<file path="src/rtl/ssrq_pkg.sv">
// ----------------------------------------------------------------------------
// ssrq_pkg - shared definitions for the sorted sequence reorder queue
// Entry and control types, opcode and status codes, and sizing constants.
// ----------------------------------------------------------------------------
package ssrq_pkg;

  localparam int unsigned DEPTH        = 16;
  localparam int unsigned HANDLE_WIDTH = 8;
  localparam int unsigned KEY_W        = 16;
  localparam int unsigned CNT_W        = $clog2(DEPTH + 1);
  localparam int unsigned OP_W         = 2;
  localparam int unsigned STATUS_W     = 2;

  localparam int unsigned IN_DATA_W  = ((KEY_W + HANDLE_WIDTH + 7) / 8) * 8;
  localparam int unsigned OUT_BITS   = KEY_W + HANDLE_WIDTH + CNT_W;
  localparam int unsigned OUT_DATA_W = ((OUT_BITS + 7) / 8) * 8;
  localparam int unsigned OP_USER_W  = ((OP_W + 7) / 8) * 8;
  localparam int unsigned ST_USER_W  = ((STATUS_W + 7) / 8) * 8;

  typedef enum logic [OP_W-1:0] {
    OP_INSERT = 2'd0,
    OP_POP    = 2'd1,
    OP_PEEK   = 2'd2
  } op_e;

  typedef enum logic [STATUS_W-1:0] {
    ST_DONE  = 2'd0,
    ST_EMPTY = 2'd1,
    ST_FULL  = 2'd2
  } status_e;

  typedef struct packed {
    logic [KEY_W-1:0]        key;
    logic [HANDLE_WIDTH-1:0] handle;
  } entry_t;

  typedef struct packed {
    logic   ins;
    logic   pop;
    entry_t entry;
  } cell_ctrl_t;

endpackage

</file>
<file path="src/rtl/sorted_sequence_reorder_queue.sv">
// ----------------------------------------------------------------------------
// sorted_sequence_reorder_queue - sorted reorder queue of packet handles
// Keeps (sequence number, handle) entries in ascending key order in a chain
// of cells; supports insert, pop front and peek front.
// ----------------------------------------------------------------------------
// Usage:
//   Input beats on the s_axis channel carry an opcode in tuser (insert, pop,
//   peek) and the key and handle in tdata. Every beat yields exactly one
//   result beat on m_axis: status in tuser, key, handle and fill count in
//   tdata.
//   The result of a beat accepted at a clock edge is held in the output register
//   and valid in the cycle after. Throughput is one beat per cycle while the
//   receiver takes each result; every cell of the chain compares against the
//   new key and shifts in the same cycle, so the chain settles in a single step.
//   When the receiver stalls, the held result stays put and s_axis_tready
//   drops until it is taken; a new beat enters in the cycle it leaves.
//   Reset empties the queue (fill count zero) and clears the output valid;
//   slot contents are not cleared, as slots at or above the count are never
//   read. Inserts into a full queue are dropped with status full.
// ----------------------------------------------------------------------------
module sorted_sequence_reorder_queue (
  input  logic                        clk_i,
  input  logic                        rst_ni,
  input  logic                        s_axis_tvalid,
  output logic                        s_axis_tready,
  input  logic [ssrq_pkg::IN_DATA_W-1:0]  s_axis_tdata,  // seq_num, handle
  input  logic [ssrq_pkg::OP_USER_W-1:0]  s_axis_tuser,  // opcode
  output logic                        m_axis_tvalid,
  input  logic                        m_axis_tready,
  output logic [ssrq_pkg::OUT_DATA_W-1:0] m_axis_tdata,  // out_seq, out_handle, count
  output logic [ssrq_pkg::ST_USER_W-1:0]  m_axis_tuser   // status
);
  import ssrq_pkg::*;

  logic                    accept;
  op_e                     op;
  cell_ctrl_t              ctrl;
  logic [CNT_W-1:0]        count_q, count_d;
  logic                    out_valid_q;
  status_e                 status_d, status_q;
  logic [KEY_W-1:0]        oseq_d, oseq_q;
  logic [HANDLE_WIDTH-1:0] ohnd_d, ohnd_q;

  entry_t                  cell_entry [DEPTH];
  logic   [DEPTH-1:0]      cell_lt;

  assign s_axis_tready = !out_valid_q || m_axis_tready;
  assign accept        = s_axis_tvalid && s_axis_tready;
  assign op            = op_e'(s_axis_tuser[OP_W-1:0]);

  always_comb begin
    ctrl.ins          = 1'b0;
    ctrl.pop          = 1'b0;
    ctrl.entry.key    = s_axis_tdata[KEY_W-1:0];
    ctrl.entry.handle = s_axis_tdata[KEY_W +: HANDLE_WIDTH];
    count_d           = count_q;
    status_d          = ST_DONE;
    oseq_d            = '0;
    ohnd_d            = '0;
    unique case (op)
      OP_INSERT: begin
        if (count_q == CNT_W'(DEPTH)) begin
          status_d = ST_FULL;
        end else begin
          ctrl.ins = accept;
          count_d  = count_q + CNT_W'(1);
        end
      end
      OP_POP: begin
        if (count_q == '0) begin
          status_d = ST_EMPTY;
        end else begin
          ctrl.pop = accept;
          oseq_d   = cell_entry[0].key;
          ohnd_d   = cell_entry[0].handle;
          count_d  = count_q - CNT_W'(1);
        end
      end
      OP_PEEK: begin
        if (count_q == '0) begin
          status_d = ST_EMPTY;
        end else begin
          oseq_d = cell_entry[0].key;
        end
      end
      default: begin
        status_d = ST_DONE;
      end
    endcase
  end

  for (genvar i = 0; i < DEPTH; i++) begin : g_cell
    logic   slot_valid;
    logic   prev_lt;
    entry_t left_entry;
    entry_t right_entry;

    assign slot_valid = CNT_W'(i) < count_q;

    if (i == 0) begin : g_head
      assign prev_lt    = 1'b1;
      assign left_entry = cell_entry[i];
    end else begin : g_body
      assign prev_lt    = cell_lt[i-1];
      assign left_entry = cell_entry[i-1];
    end

    if (i == DEPTH - 1) begin : g_tail
      assign right_entry = cell_entry[i];
    end else begin : g_inner
      assign right_entry = cell_entry[i+1];
    end

    ssrq_cell u_cell (
      .clk_i     (clk_i),
      .ctrl_i    (ctrl),
      .valid_i   (slot_valid),
      .front_i   (i == 0),
      .prev_lt_i (prev_lt),
      .left_i    (left_entry),
      .right_i   (right_entry),
      .lt_o      (cell_lt[i]),
      .entry_o   (cell_entry[i])
    );
  end

  always_ff @(posedge clk_i or negedge rst_ni) begin
    if (!rst_ni) begin
      count_q     <= '0;
      out_valid_q <= 1'b0;
    end else begin
      if (accept) begin
        count_q <= count_d;
      end
      if (accept) begin
        out_valid_q <= 1'b1;
      end else if (m_axis_tready) begin
        out_valid_q <= 1'b0;
      end
    end
  end

  // hold the result beat until the receiver takes it
  always_ff @(posedge clk_i) begin
    if (accept) begin
      status_q <= status_d;
      oseq_q   <= oseq_d;
      ohnd_q   <= ohnd_d;
    end
  end

  assign m_axis_tvalid = out_valid_q;
  assign m_axis_tuser  = ST_USER_W'(status_q);
  assign m_axis_tdata  = OUT_DATA_W'({count_q, ohnd_q, oseq_q});

endmodule

</file>
<file path="src/rtl/ssrq_cell.sv">
// ----------------------------------------------------------------------------
// ssrq_cell - one slot of the sorted cell chain
// Holds one entry; keeps it, takes the new entry, or takes a neighbor's.
// ----------------------------------------------------------------------------
module ssrq_cell (
  input  logic                 clk_i,
  input  ssrq_pkg::cell_ctrl_t ctrl_i,
  input  logic                 valid_i,   // slot lies below the fill count
  input  logic                 front_i,   // slot is the head of the chain
  input  logic                 prev_lt_i, // left neighbor keeps its entry on insert
  input  ssrq_pkg::entry_t     left_i,
  input  ssrq_pkg::entry_t     right_i,
  output logic                 lt_o,      // this entry stays ahead of the new one
  output ssrq_pkg::entry_t     entry_o
);
  import ssrq_pkg::*;

  entry_t entry_q, entry_d;

  // a key equal to the head key goes behind the head
  assign lt_o = valid_i && ((entry_q.key < ctrl_i.entry.key) ||
                            (front_i && (entry_q.key == ctrl_i.entry.key)));

  always_comb begin
    entry_d = entry_q;
    if (ctrl_i.ins) begin
      if (lt_o) begin
        entry_d = entry_q;
      end else if (prev_lt_i) begin
        entry_d = ctrl_i.entry;
      end else begin
        entry_d = left_i;
      end
    end else if (ctrl_i.pop) begin
      entry_d = right_i;
    end
  end

  always_ff @(posedge clk_i) begin
    entry_q <= entry_d;
  end

  assign entry_o = entry_q;

endmodule
</file>
<file path="config.mk">
export PLATFORM = sky130hd
export DESIGN_NAME = sorted_sequence_reorder_queue
export DESIGN_NICKNAME = d
export VERILOG_FILES = /design/src/rtl/ssrq_pkg.sv /design/src/rtl/sorted_sequence_reorder_queue.sv /design/src/rtl/ssrq_cell.sv
export SDC_FILE = /design/constraint.sdc
export NUM_CORES = 1
export LEC_CHECK = 0
export ABC_CLOCK_PERIOD_IN_PS = 5300
export CORE_MARGIN = 3
export CORE_UTILIZATION = 45
export DETAILED_ROUTE_END_ITERATION = 12
export DONT_BUFFER_PORTS = 1
export PLACE_DENSITY = 0.63
export SYNTH_ARGS = -nofsm -noshare
export SYNTH_HDL_FRONTEND = slang
export SYNTH_SLANG_ARGS = --single-unit
</file>
<file path="constraint.sdc">
create_clock -name clk_i -period 5.3 [get_ports clk_i]
set_input_delay 0.795 -clock clk_i [delete_from_list [all_inputs] [get_ports clk_i]]
set_output_delay 0.795 -clock clk_i [all_outputs]
set_load 0.01 [all_outputs]
</file>
==> results of run 1 <==
## repair_timing
action | in CTS | in global routing
endpoints found under the setup margin | 0 | 0
hold buffers | 1 | 0
endpoints found under the hold margin | 6 | 0
## cell families (layout without fill, tap and decap cells)
logic type / Yosys count / count (layout) / synth area share, %
AO/OA/AOI/OAI: 777 / 777 / 16.8
XOR/XNOR: 5 / 5 / 0.150
adder cells (fa/ha/maj): 247 / 247 / 10.6
buffers and inverters: 292 / 227 / 4.89
flip-flops: 416 / 416 / 42.8
multiplexers: 4 / 4 / 0.146
other: 1 / 9 / 0.0129
AND/OR/NAND/NOR: 1391 / 1391 / 24.6
## worst max path at each step
| stage | from | to |
|---|---|---|
| after detailed placement | s_axis_tdata[8] | g_cell[14].u_cell.entry_o[11] |
| after global placement | s_axis_tdata[8] | g_cell[14].u_cell.entry_o[11] |
| after CTS | count_q[1] | g_cell[9].u_cell.entry_o[10] |
| after floorplan | count_q[0] | g_cell[15].u_cell.entry_o[0] |
| final | count_q[1] | g_cell[9].u_cell.entry_o[22] |
| after global routing | count_q[1] | g_cell[9].u_cell.entry_o[16] |
## Yosys cell counts, types with 3 or more instances
library cell	count	area, sq um
a221o_1	7	70.1
nand3_1	81	405
buf_6	25	282
o221a_2	23	259
nand2_2	3	18.8
xor2_1	3	26.3
buf_1	4	15.0
a221oi_1	7	61.3
a211o_1	7	61.3
a21o_1	26	195
nand4_1	53	332
o21a_1	20	150
edfxtp_1	410	12300
o31ai_1	3	22.5
nor3_1	174	871
or3_1	160	1000
nand2_4	8	90.1
a31oi_1	122	763
dfrtp_1	6	150
a2111oi_0	3	26.3
inv_1	22	82.6
nor2b_1	16	100
o21ai_1	10	50.1
o31a_1	15	131
o21ai_0	305	1530
or3b_2	17	149
and3_1	4	25.0
o211ai_1	76	571
nor3b_1	12	90.1
and2_1	25	156
ha_1	247	3090
a22oi_1	24	180
a211oi_2	8	100
a21oi_1	90	450
a211oi_1	9	67.6
nor3_2	9	90.1
nor4_1	122	763
a41oi_1	10	87.6
nor2_1	159	597
clkbuf_1	168	631
nand2b_1	44	275
buf_2	57	285
buf_4	14	105
nand2_1	424	1590
nand3b_1	72	541
## final cells by class
type                    count  area [sq um]
clock buffers              64          1330
clock inverters            24           225
fillers                  5945         32000
inverters                  23          86.3
multi-input cells        2433         15400
flip-flops and latches    416         12500
well taps                 846          1060
repair buffers            116           936
## worst max-delay path, stage by stage, from the launching register on
cell and delay [ps]:
dfrtp_1 810, inv_1 220, ha_1 260, or3b_1 390, o211a_4 660, buf_12 470
o21ai_0 210, nand2_1 410, buf_4 330
## registers in the layout, summed over array words and instances (netlist names)
name                   count
oseq_q                    16
m_axis_tvalid              1
g_cell.u_cell.entry_o    384
status_q                   2
count_q                    5
ohnd_q                     8
## cells in the final DEF, fill, tap and decap left out, types with 76 or more instances in the layout
cell      instances
a21oi_1          87
a31oi_1         122
buf_4           110
edfxtp_1        410
ha_1            247
nand2_1         424
nand3_1          80
nor2_1          159
nor3_1          173
nor4_1          122
o211ai_1         76
o21ai_0         304
or3_1           160
## stage by stage
| stage | cells | setup WS, ps | power, uW | utilization [%] |
|---|---|---|---|---|
| after global placement | 3833 | 1070 | 6950 | 47.1 |
| after global routing | 3922 | 882 | 10900 | 49.6 |
| after floorplan | 3141 | 1060 | 6120 | - |
| final | 3922 | 1020 | 10500 | 49.6 |
| after detailed placement | 3833 | 1020 | 7040 | 47.1 |
| after CTS | 3922 | 1160 | 10400 | 49.6 |
## power groups by stage
stage,clock [uW],sequential [uW],combinational [uW]
floorplan,0,4150,1970
global placement,0,4270,2680
detailed placement,0,4270,2770
CTS,3440,4210,2780
global route,3570,4240,3100
finish,3430,4220,2850
## metal layers
layer  global-route usage (%)  up-vias  wire (microns)
met5                        0        -               0
met4                     14.2        0            5770
met3                     7.50      233           13400
met2                     46.1     1722           46200
met1                     43.7    12600           43800
li1                         -    11800               -
==> summary.md, run 1 <==
| Metric | Value |
|---|---|
| Vias per cell | `6.72` |
| DRC Markers | `0` |
| Synth Instances | `3133` |
| Reg2reg path depth | `8` |
| Fmax | `0.234 GHz` |
| Post-CTS Setup Inserts | `0` |
| EDFF count, synth | `410` |
| P_int | `6790 uW` |
| RSZ-0062 raised after global routing | `no` |
| Routed Antenna Nets | `0` |
| Bufs on Longest Clock Path | `3` |
| Sequential share of power | `40.2%` |
| Die ar. | `67800 sq um` |
| Clk Latency, worst-skew pair | `620 ps` |
| Crit path required time | `5590 ps` |
| Area growth, synth to finish | `8.18%` |
| Sink Count | `416` |
| Post-layout nets | `3323` |
| Setup violators final | `0` |
| WP data arrival | `4570 ps` |
| CTS tree | `built` |
| Switching share of power | `35.3%` |
| Psw | `3700 uW` |
| Starting Density | `45.8%` |
| Min Tclk post-route | `4280 ps` |
| Clock power share | `32.6%` |
| Mapped Avg Cell Area | `9.29 sq um` |
| Final instance area | `31500 sq um` |
| Comb power frac | `27.1%` |
| WHS | `310 ps` |
| Total number of vias | `26400` |
| Num rows | `92` |
| Grt ovf | `0` |
| Skew final | `26.8 ps` |
| Status | `completed` |
| Final worst path period share | `80.7%` |
| Share of post-route cells with drive strength above 1 | `8.75%` |
| # Max-Cap Violations | `0` |
| First-pass DRT Iterations | `6` |
| PostCTS Resize Cnt | `0` |
| Hold path endpoint | `m_axis_tvalid` |
| I/O Buffers | `0` |
| Synth cell types | `66` |
| CTS buffer count | `50` |
| Ys Warns | `0` |
| Seq/Total Area, Yosys | `42.8%` |
| Crit. End Element | `flop` |
| Slew Viols, Final | `0` |
| Crit path launch type | `flop` |
| Critical R2R Capture | `g_cell[9].u_cell.entry_o[22]` |
| Power Density | `333 nW/um^2` |
| Hold Crit Depth | `1` |
| Final Hold Viols | `0` |
| Ys async rst share | `1.44%` |
| Initial antenna violation count | `0` |
| Clock-pin slew on the worst setup and hold paths | `60 ps` |
| Worst R2R Setup Slack | `1020 ps` |
| CTS Root Cell | `clkbuf_16` |
| Worst slew pin tran | `1180 ps` |
| Worst reg2reg startpoint | `count_q[1]` |
| Wire length per cell | `27.8 microns` |
| Vias in the first global route | `24400` |
| DIE HEIGHT | `260 microns` |
| Largest net degree at the start of global routing | `173` |
| WS Path Type | `reg -> reg` |
| Die width | `260 microns` |
| Maximum VDD drop | `241 uV` |
| I/O pins | `78` |
| Leak Pwr | `0.0114 uW` |
| Detailed Route Iter0 Violations | `4181` |
| GRT Total Usage | `31.3%` |
| HPWL Detailed | `75500 microns` |
| Start point of the worst hold path | `s_axis_tvalid` |
| Crit-path max FO | `121` |
| Area of the mapped netlist | `29100 sq um` |
| Worst min path class | `in -> reg` |
| Gpl congestion | `0.954` |
| Final wirelength | `109000 microns` |
| Core area | `63500 sq um` |
| H-tree levels | `2` |
| Synthesized flop and latch total | `416` |
| Area after DPL | `29900 sq um` |
| Final setup TNS | `0 ps` |
| Slew Limit Headroom | `21.0%` |
| Ys flop type | `edfxtp_1` |
| First-pass GRT wire length | `160000 microns` |
| Diodes inserted | `0` |
(Power assumes the default switching activity.)
==> run 2, diff against run 1 <==
- ABC_AREA: not set -> 1
- ABC_CLOCK_PERIOD_IN_PS: 5300 -> 3900
- PLACE_DENSITY: 0.63 -> 0.65
- clock period: 5.3 -> 3.9 ns (I/O delays scaled with it)
==> run 2 against run 1 <==
Sequential share of layout area rose by 2.6 points. Die area down 6.0%. Core utilization is essentially flat. Register-to-register slack got worse by 390 ps. Critical endpoint is now g_cell[13].u_cell.entry_o[6].
==> summary.md, run 2 <==
| Metric | Value |
|---|---|
| Worst R2R Setup Slack | `630 ps (-390 ps)` |
| I/O Buffers | `0 (unchanged)` |
| Routed Antenna Nets | `0 (unchanged)` |
| Gpl congestion | `0.830 (-13%)` |
| Core area | `59600 sq um (-6.2%)` |
| Vias per cell | `4.80 (-29%)` |
| Commonest non-fill, non-tap cell in the layout | `nand2_1` |
| Final setup TNS | `0 ps (unchanged)` |
| Synthesized flop and latch total | `416 (unchanged)` |
| Setup violators final | `0 (unchanged)` |
| Min Tclk post-route | `3270 ps (-1010 ps)` |
| Num rows | `89 (-3.3%)` |
| Crit path required time | `4150 ps (-1440 ps)` |
| Leak Pwr | `0.0164 uW (+43%)` |
| PostCTS Resize Cnt | `0 (unchanged)` |
| Seq/Total Area, Yosys | `45.6% (+2.8 points)` |
| Count leader, synth | `nand2_1` |
| Placed cells | `4253 (+11%)` |
| Share of post-route cells with drive strength above 1 | `4.80% (-3.9 points)` |
| Post-Layout Cell Count | `4339 (+11%)` |
| HPWL Detailed | `48300 microns (-36%)` |
| Wire length per cell | `14.9 microns (-47%)` |
| CTS buffer count | `48 (-4.0%)` |
| Layout fillers | `5845 (-1.7%)` |
| DRC Markers | `0 (unchanged)` |
| I/O pins | `78 (unchanged)` |
| Area growth, synth to finish | `8.06%` |
| Slew Viols, Final | `0 (unchanged)` |
| Max reg flops | `384 (unchanged)` |
| RSZ-0062 raised after global routing | `no` |
| Final wirelength | `64500 microns (-41%)` |
| Crit path launch type | `flop` |
| Die width | `252 microns (-3.0%)` |
| Maximum VDD drop | `233 uV (-3.4%)` |
| Status | `completed` |
| Worst min path class | `in -> reg` |
| Crit. End Element | `flop` |
| Crit-path max FO | `64 (-47%)` |
| Final worst path period share | `83.9% (+3.1 points)` |
| Detail Route met3 WL | `3060 microns (-77%)` |
| Area of the mapped netlist | `27300 sq um (-6.1%)` |
| Post-synth top area share | `45.0% (+2.8 points)` |
| Largest net degree at the start of global routing | `178 (+2.9%)` |
| Bufs on Longest Clock Path | `3 (unchanged)` |
| Final Hold Viols | `0 (unchanged)` |
| Synth cell types | `39 (-41%)` |
| WP data arrival | `3520 ps (-1050 ps)` |
| Ys async rst share | `1.44% (unchanged)` |
| Diodes inserted | `0 (unchanged)` |
| Vias in the first global route | `20100 (-18%)` |
| WS Path Type | `reg -> reg` |
| First-pass GRT wire length | `105000 microns (-34%)` |
| Fmax | `0.306 GHz (+31%)` |
| Grt ovf | `0 (unchanged)` |
| CTS Root Cell | `clkbuf_16` |
| Detailed Route Iter0 Violations | `1403 (-66%)` |
| GRT Total Usage | `20.2% (-11 points)` |
| Commonest cells after routing, fill and taps aside | `1934 x nand2_1, 410 x edfxtp_1, 392 x inv_1, 247 x ha_1, 109 x a21oi_1` |
| M1 wire length | `30200 microns (-31%)` |
| Top Layer Used | `met4` |
| Met2 wire length | `30100 microns (-35%)` |
| Clk Latency, worst-skew pair | `600 ps (-20 ps)` |
| Worst slew pin tran | `869 ps (-316 ps)` |
| Synth area leaders | `edfxtp_1 45%, nand2_1 27%, ha_1 11%` |
| First-pass DRT Iterations | `5 (-1)` |
| # Max-Cap Violations | `0 (unchanged)` |
| Post-layout nets | `3814 (+15%)` |
| Synth Instances | `3553 (+13%)` |
| Initial antenna violation count | `0 (unchanged)` |
| CTS tree | `built` |
| DIE HEIGHT | `252 microns (-3.0%)` |
| Mapped Avg Cell Area | `7.69 sq um (-17%)` |
| Slew Limit Headroom | `42.1% (+21 points)` |
| Ys flop type | `edfxtp_1` |
| Commonest cells in the netlist | `1934 x nand2_1, 410 x edfxtp_1, 393 x inv_1` |
| Die ar. | `63700 sq um (-6.0%)` |
| Starting Density | `45.9% (+0.055 points)` |
| Post-CTS Setup Inserts | `0 (unchanged)` |
| Ys Warns | `0 (unchanged)` |
| WHS | `223 ps (-87.0 ps)` |
| Clock-pin slew on the worst setup and hold paths | `60 ps (about the same)` |
| Power Density | `454 nW/um^2 (+36%)` |
| Skew final | `21.6 ps (-5.28 ps)` |
| EDFF count, synth | `410 (unchanged)` |
| Final Power | `13400 uW (+28%)` |
| Hold Buf Count CTS | `1 (unchanged)` |
| Sink Count | `416 (unchanged)` |
| Total number of vias | `20800 (-21%)` |
| H-tree levels | `2 (unchanged)` |
| Area leader, netlist | `edfxtp_1` |
-- run 2: cell count changes in the layout (fill, tap and decap cells not counted), sizes merged, moves of 118 or more --
cell   delta
inv     +375
a31oi   -120
nor4    -118
nand2  +1533
or3     -160
o21ai   -252
nor3    -174
-- run 2: final cells by class --
class	count	area [sq um]	area share [%]
clock buffer	62	1270	4.32
inverter	397	1500	5.07
tap	773	967	3.27
timing repair buffer	63	513	1.74
sequential	416	12500	42.2
multi-input combinational	2605	12700	42.9
clock inverter	23	161	0.546
-- run 2: final timing paths --
kind	from	cells after the start	endpoint
setup / recovery	count_q[0]	11	g_cell[13].u_cell.entry_o[6]
hold reg to reg	g_cell[15].u_cell.entry_o[3]	2	g_cell[14].u_cell.entry_o[3]
setup reg to reg	count_q[0]	11	g_cell[13].u_cell.entry_o[6]
hold / removal	s_axis_tdata[16]	2	g_cell[15].u_cell.entry_o[0]
max in group asynchronous	rst_ni	1	count_q[3]
min in group asynchronous	rst_ni	1	count_q[1]
-- run 2: routing by layer --
| metal | global-route usage, % | vias up |
|---|---|---|
| li1 | - | 11200 |
| met1 | 27.1 | 9225 |
| met2 | 34.7 | 386 |
| met3 | 3.11 | 66 |
| met4 | 4.17 | 0 |
| met5 | 0 | - |
-- run 2: cells by family after synthesis --
kind of cell / Yosys count / synth area share (%)
AO/OA/AOI/OAI: 228 / 4.69
XOR/XNOR: 5 / 0.160
adder cells (fa/ha/maj): 247 / 11.3
buffers and inverters: 540 / 8.23
flip-flops: 416 / 45.6
other: 1 / 0.0137
AND/OR/NAND/NOR: 2116 / 30.0
-- run 2: stage by stage --
step | setup WS, ps | instance area (sq um) | utilization, %
after floorplan | 856 | 27400 | -
after global placement | 694 | 28100 | 47.1
after detailed placement | 648 | 28100 | 47.1
after CTS | 627 | 29500 | 49.6
after global routing | 391 | 29500 | 49.6
final | 629 | 29500 | 49.6
-- run 2: worst max-delay path: stages (launching register included) --
cell	delay, ps
dfrtp_1	580
inv_1	150
ha_1	220
inv_1	60
nor2_1	60
nand2_1	90
nor2_1	70
nor3_4	290
buf_12	410
nand2_2	430
nand2_1	160
buf_4	340
-- run 2: power breakdown --
part	leakage (uW)	internal [uW]	total (uW)	switching, uW
Clock	0.000710	2420	4240	1820
Combinational	0.0118	1050	3330	2280
Sequential	0.00385	5530	5840	306
